<file path="config.mk">
export PLATFORM = sky130hd
export DESIGN_NAME = vector_tile_geometry_decoder_core
export DESIGN_NICKNAME = d
export VERILOG_FILES = /design/src/sv/vtgd_pkg.sv /design/src/sv/vector_tile_geometry_decoder_core.sv
export SDC_FILE = /design/constraint.sdc
export NUM_CORES = 1
export LEC_CHECK = 0
export BUFFER_PORTS_ARGS = -buffer_cell sky130_fd_sc_hd__buf_2
export CAP_MARGIN = 10
export CORE_ASPECT_RATIO = 1.4
export CORE_MARGIN = 5
export CORE_UTILIZATION = 54
export DETAILED_ROUTE_END_ITERATION = 10
export PLACE_DENSITY = 0.78
export SLEW_MARGIN = 20
export SYNTH_ARGS = -nofsm -noshare
export SYNTH_HDL_FRONTEND = slang
export SYNTH_SLANG_ARGS = --single-unit
</file>
<file path="constraint.sdc">
create_clock -name clk -period 3 [get_ports clk]
set_input_delay 0.3 -clock clk [delete_from_list [all_inputs] [get_ports clk]]
set_output_delay 0.3 -clock clk [all_outputs]
set_load 0.02 [all_outputs]
</file>
<file path="src/sv/vtgd_pkg.sv">
// types and constants of the vector tile geometry decoder
package vtgd_pkg;

    localparam int COORD_WIDTH_DEF = 32;
    localparam int WORD_WIDTH      = 32;
    localparam int CMD_ID_BITS     = 3;
    localparam int PARAMS_WIDTH    = 30;

    localparam logic [CMD_ID_BITS-1:0] ID_MOVETO    = 3'd1;
    localparam logic [CMD_ID_BITS-1:0] ID_LINETO    = 3'd2;
    localparam logic [CMD_ID_BITS-1:0] ID_CLOSEPATH = 3'd7;

    // result kinds
    typedef enum logic [1:0] {
        KIND_POINT     = 2'd0,
        KIND_DONE      = 2'd1,
        KIND_TRUNCATED = 2'd2
    } kind_t;

    // one result item
    typedef struct packed {
        kind_t              kind;
        logic signed [31:0] x;
        logic signed [31:0] y;
        logic signed [31:0] z;
        logic               new_polygon;
        logic               closes_polygon;
        logic               last;
    } result_t;

endpackage

</file>
<file path="src/sv/vector_tile_geometry_decoder_core.sv">
// vector tile geometry decoder: command stream to points and feature markers
//
// One geometry word is taken per cycle while in_ready is high. Each word gives
// zero, one or two results (a point and/or an end-of-feature marker); these
// sit in a two-entry result register and leave one per cycle while out_ready
// is high, so a word that gives two results holds off the next word until the
// first has left. The cursor add and the decode sit between the input handshake
// and the result register; the rate is set by the one result per cycle output.
// Cursors wrap at COORD_WIDTH bits and are sign-extended to 32 bits.
module vector_tile_geometry_decoder_core #(
    parameter int COORD_WIDTH = vtgd_pkg::COORD_WIDTH_DEF
) (
    input  logic                               clk,
    input  logic                               rst_n,
    input  logic                               in_valid,
    output logic                               in_ready,
    input  logic [vtgd_pkg::WORD_WIDTH-1:0]    word,
    input  logic signed [31:0]                 elevation,
    input  logic                               feature_end,
    output logic                               out_valid,
    input  logic                               out_ready,
    output logic [1:0]                         kind,
    output logic signed [31:0]                 x,
    output logic signed [31:0]                 y,
    output logic signed [31:0]                 z,
    output logic                               new_polygon,
    output logic                               closes_polygon,
    output logic                               last
);

    localparam int PW     = vtgd_pkg::PARAMS_WIDTH;
    localparam int CB     = vtgd_pkg::CMD_ID_BITS;
    localparam int WORD_W = vtgd_pkg::WORD_WIDTH;

    // decoder state
    logic                   expect_params_reg, expect_params_next;
    logic [PW-1:0]          params_left_reg, params_left_next;
    logic                   is_moveto_reg, is_moveto_next;
    logic [COORD_WIDTH-1:0] cursor_x_reg, cursor_x_next;
    logic [COORD_WIDTH-1:0] cursor_y_reg, cursor_y_next;
    logic [COORD_WIDTH-1:0] start_x_reg, start_x_next;
    logic [COORD_WIDTH-1:0] start_y_reg, start_y_next;
    logic                   polygon_open_reg, polygon_open_next;

    // result buffer
    vtgd_pkg::result_t res0_reg, res0_next, res1_reg, res1_next;
    logic [1:0]        cnt_reg, cnt_next;

    logic                     in_fire, out_fire;
    logic [31:0]              zz;
    logic [COORD_WIDTH-1:0]   delta;
    logic [CB-1:0]            cmd_id;
    logic                     pt_valid;
    vtgd_pkg::result_t        pt, mk;
    logic [1:0]               n_res;
    vtgd_pkg::result_t        new0, new1;

    assign in_fire  = in_valid && in_ready;
    assign out_fire = out_valid && out_ready;
    assign in_ready = (cnt_reg == 2'd0) || ((cnt_reg == 2'd1) && out_ready);

    // zigzag decode of a parameter word
    assign zz     = (word >> 1) ^ {32{word[0]}};
    assign delta  = zz[COORD_WIDTH-1:0];
    assign cmd_id = word[CB-1:0];

    // state update and point generation for one word
    always_comb
    begin
        expect_params_next = expect_params_reg;
        params_left_next   = params_left_reg;
        is_moveto_next     = is_moveto_reg;
        cursor_x_next      = cursor_x_reg;
        cursor_y_next      = cursor_y_reg;
        start_x_next       = start_x_reg;
        start_y_next       = start_y_reg;
        polygon_open_next  = polygon_open_reg;
        pt_valid           = 1'b0;
        pt                 = '0;
        pt.kind            = vtgd_pkg::KIND_POINT;
        pt.z               = elevation;
        if (expect_params_reg)
        begin
            if (!params_left_reg[0])
            begin
                cursor_x_next = cursor_x_reg + delta;
            end
            else
            begin
                cursor_y_next = cursor_y_reg + delta;
                if (is_moveto_reg)
                begin
                    start_x_next = cursor_x_reg;
                    start_y_next = cursor_y_next;
                end
                pt_valid          = 1'b1;
                pt.x              = 32'(signed'(cursor_x_reg));
                pt.y              = 32'(signed'(cursor_y_next));
                pt.new_polygon    = is_moveto_reg || !polygon_open_reg;
                polygon_open_next = 1'b1;
            end
            params_left_next = params_left_reg - PW'(1);
            if (params_left_next == '0)
            begin
                expect_params_next = 1'b0;
            end
        end
        else
        begin
            if ((cmd_id == vtgd_pkg::ID_MOVETO) || (cmd_id == vtgd_pkg::ID_LINETO))
            begin
                is_moveto_next     = (cmd_id == vtgd_pkg::ID_MOVETO);
                params_left_next   = {word[WORD_W-1:CB], 1'b0};
                expect_params_next = (params_left_next != '0);
            end
            else if (cmd_id == vtgd_pkg::ID_CLOSEPATH)
            begin
                pt_valid          = 1'b1;
                pt.x              = 32'(signed'(start_x_reg));
                pt.y              = 32'(signed'(start_y_reg));
                pt.new_polygon    = !polygon_open_reg;
                pt.closes_polygon = 1'b1;
                polygon_open_next = 1'b0;
            end
        end

        // end-of-feature marker
        mk      = '0;
        mk.kind = expect_params_next ? vtgd_pkg::KIND_TRUNCATED : vtgd_pkg::KIND_DONE;
        mk.last = 1'b1;
        if (feature_end)
        begin
            expect_params_next = 1'b0;
            params_left_next   = '0;
            is_moveto_next     = 1'b0;
            cursor_x_next      = '0;
            cursor_y_next      = '0;
            start_x_next       = '0;
            start_y_next       = '0;
            polygon_open_next  = 1'b0;
        end
        pt.last = !feature_end;
    end

    // pack the results of this word
    always_comb
    begin
        new0  = pt;
        new1  = mk;
        n_res = 2'd0;
        if (pt_valid && feature_end)
        begin
            n_res = 2'd2;
        end
        else if (pt_valid)
        begin
            n_res = 2'd1;
        end
        else if (feature_end)
        begin
            n_res = 2'd1;
            new0  = mk;
        end
    end

    // result buffer control
    always_comb
    begin
        res0_next = res0_reg;
        res1_next = res1_reg;
        cnt_next  = cnt_reg;
        if (in_fire)
        begin
            res0_next = new0;
            res1_next = new1;
            cnt_next  = n_res;
        end
        else if (out_fire)
        begin
            res0_next = res1_reg;
            cnt_next  = cnt_reg - 2'd1;
        end
    end

    // control state
    always_ff @(posedge clk or negedge rst_n)
    begin
        if (!rst_n)
        begin
            expect_params_reg <= 1'b0;
            params_left_reg   <= '0;
            is_moveto_reg     <= 1'b0;
            cursor_x_reg      <= '0;
            cursor_y_reg      <= '0;
            start_x_reg       <= '0;
            start_y_reg       <= '0;
            polygon_open_reg  <= 1'b0;
            cnt_reg           <= 2'd0;
        end
        else
        begin
            if (in_fire)
            begin
                expect_params_reg <= expect_params_next;
                params_left_reg   <= params_left_next;
                is_moveto_reg     <= is_moveto_next;
                cursor_x_reg      <= cursor_x_next;
                cursor_y_reg      <= cursor_y_next;
                start_x_reg       <= start_x_next;
                start_y_reg       <= start_y_next;
                polygon_open_reg  <= polygon_open_next;
            end
            cnt_reg <= cnt_next;
        end
    end

    // result payload
    always_ff @(posedge clk)
    begin
        res0_reg <= res0_next;
        res1_reg <= res1_next;
    end

    assign out_valid      = (cnt_reg != 2'd0);
    assign kind           = res0_reg.kind;
    assign x              = res0_reg.x;
    assign y              = res0_reg.y;
    assign z              = res0_reg.z;
    assign new_polygon    = res0_reg.new_polygon;
    assign closes_polygon = res0_reg.closes_polygon;
    assign last           = res0_reg.last;

endmodule

</file>
==> out/qor.txt <==
outcome - finished, violations left
violated checks - negative setup slack
remaining global-route overflow - 0
layout cell share with drive strength beyond 1 - 31.0%
Post-Route WL - 46,400 um
Avg WL per Cell - 20.5 um
Startpoint Class - flip-flop
# H-tree levels - 1
final period utilization - 109%
RSZ-0062 raised after global routing - yes
synthesized cell area - 14,800 sq um
EDFF count, synth - 103
sequential cell area fraction in the yosys report - 48.4%
Max Clock Skew - 0.0181 ns
via count - 13,691
final setup violation count - 7
1st-iter DRT viols - 1,078
post-synth net total - 1,610
ys flop type - dfrtp_1
initial antenna violation count - 1
post-synthesis sequential element count - 266
CTS buffer count - 25
maxcap violations - 0
CP endpoint kind - flip-flop
Die Ht - 206 um
clock slew at reported path FFs - 0.07 ns
setup TNS - -1.12 ns
vias in the first global route - 13,572
non-filler cells, final - 2,266
io pins - 172
pre-CTS WS - -0.660 ns
Max stage delay on crit path - 0.52 ns
CP Cell Sequence - buf_6, ha_4, or4b_4, or3_4, a211o_1, nor4_4, buf_4, nand4_1, or4_4, a32o_1
Hold Violations, Final - 0
PD cells - 823 nW/um^2
CTS Buffer Depth - 3
first-pass GRT wire length - 72,100 um
fillers - 2,094
Post-synth ARST share - 61.3%
latest clock arrival within the worst-skew pair - 0.54 ns
CP delay by family, top - simple AND/OR/NAND/NOR gates
Tmin final - 3.26 ns
Arrival @ worst endpoint - 3.55 ns
vias per inst - 6.04
hpwl dp - 34,100 um
largest net degree at the start of global routing - 71
Slowest-stage cell, CP - or4_4
initial core utilization - 54.9%
Core ar. - 27,000 sq um
Worst Hold Class - in -> reg
Area Growth Syn to Fin - 30.4%
final net count - 2,025
placed cells - 2,209
CTS sink count - 266
Die W - 150 um
synth warn - 0
Worst Path Max Fanout - 3
cell area after layout - 19,300 sq um
# DRC - 0
Required @ worst endpoint - 3.28 ns
Total GRT Usage - 29.6%
worst vdd ir - 0.615 mV
Syn Inst Count - 1,468
CTS tree - done
FMAX - 0.307 GHz
GPL Wtd Cong - 0.981
Worst Path Buf+Inv - 2
pin slew with the least headroom to its limit - 1.05 ns
average size of a mapped cell - 10.1 sq um
# rows - 71
CTS Root Cell - clkbuf_16
final setup margin - -0.262 ns
drt pass-1 iters - 5
post-synth cell types - 70
Max Transition Viols Final - 0
# diodes - 0
die footprint - 30,900 sq um
P_leak - 8.94 nW
Post-DRT Antenna Nets - 0
# port buffers - 171
placed inst area - 18,200 sq um
final core occ - 71.6%
relative slew slack - 29.9%
critical path class - reg -> reg
## cells by family after synthesis
kind of cell               Yosys count  share of synthesized area, %
xor gates and xnor gates            91                          5.47
AOI/OAI and AO/OA                  484                          21.7
and+or+nand+nor                    421                          14.2
DFF                                266                          48.4
adders and majority gates           73                          6.26
muxes                               14                         0.971
buffers and inverters              119                          3.08
## layout by cell type (no fill, tap or decap), drive strengths merged, types with 12 or more instances in the layout
master,count
a21o,26
a21oi,93
a22o,93
a22oi,51
a31oi,17
and2,37
and3,19
buf,470
clkbuf,26
clkinv,15
dfrtp,163
edfxtp,103
ha,71
inv,36
nand2,112
nand3,17
nand4,15
nor2,116
nor3,32
nor4,16
o21ai,132
or3,12
xnor2,32
xor2,58
## through the flow
step	hold WS, ns	power (mW)
after floorplan	0.00441	9.28
after global placement	0.373	12.2
after detailed placement	0.374	12.4
after CTS	0.0270	15.6
after global routing	0.0328	16.8
final	0.0416	15.9
## worst register-to-register path, stage by stage (launching register included)
cell     delay, ns
dfrtp_2       0.42
buf_6         0.12
ha_4          0.12
or4b_4        0.45
or3_4         0.36
a211o_1       0.27
nor4_4        0.19
buf_4         0.17
nand4_1       0.12
or4_4         0.52
a32o_1        0.26
## power by group
group / internal, mW / switching (mW) / total [mW] / leakage [nW]
Clock: 1.64 / 1.45 / 3.08 / 0.378
Combinational: 3.30 / 4.34 / 7.64 / 5.31
Sequential: 4.62 / 0.565 / 5.18 / 3.25
Total: 9.55 / 6.35 / 15.9 / 8.94
## synth_stat cells (all sizes together), types with 9 or more instances
cell type	n	area share [%]
dfrtp	163	28
o21ai	132	4.5
nor2	116	2.9
nand2	112	2.9
edfxtp	103	21
a21oi	93	3.1
a22o	93	5.5
clkbuf	73	1.8
ha	71	6.0
xor2	58	3.4
a22oi	51	2.6
and2	37	1.6
inv	34	0.86
nor3	32	1.1
xnor2	32	1.9
a21o	26	1.3
and3	19	0.80
a31oi	17	0.72
nand3	17	0.57
nor4	16	0.82
nand4	15	0.63
or3	12	0.51
mux2i	11	0.74
nor2b	11	0.46
buf	10	0.32
a211oi	9	0.46
o21a	9	0.46
o31ai	9	0.46
## worst paths after layout
| kind | slack (ns) | to | cells past startpoint | start |
|---|---|---|---|---|
| max | -0.26 | kind[1] | 10 | params_left_reg[0] |
| min | 0.04 | z[9] | 2 | elevation[9] |
| max reg2reg | -0.26 | kind[1] | 10 | params_left_reg[0] |
| min reg2reg | 0.49 | start_y_reg[24] | 2 | start_y_reg[24] |
| max in group asynchronous | 1.89 | start_x_reg[0] | 3 | rst_n |
| min in group asynchronous | 0.35 | params_left_reg[14] | 2 | rst_n |
## metal layers
layer / vias up / track usage, % / part of all wire [%]
met5: - / 0 / 0.019
met4: 2 / 13.9 / 5.3
met3: 132 / 4.28 / 7.6
met2: 655 / 50.4 / 48
met1: 6620 / 37.0 / 39
li1: 6282 / - / -
## area by class of cell
type	instances	area (sq um)	area share, %
Sequential cell	266	7170	37.1
Clock buffer	26	629	3.26
Clock inverter	19	150	0.777
Multi-Input combinational cell	1083	7590	39.3
Tap cell	365	457	2.36
Timing Repair Buffer	471	3190	16.5
Inverter	36	140	0.725
## timing repair
item                       in CTS  in global routing
setup endpoints to repair       7                 36
hold buffers                    1                  0
gates resized for setup        15                 44
setup buffers                   3                  8
pin swaps                       2                 14
cloned                          0                  0
hold endpoints to repair       68                  0
Power figures use the tool's default switching activity.
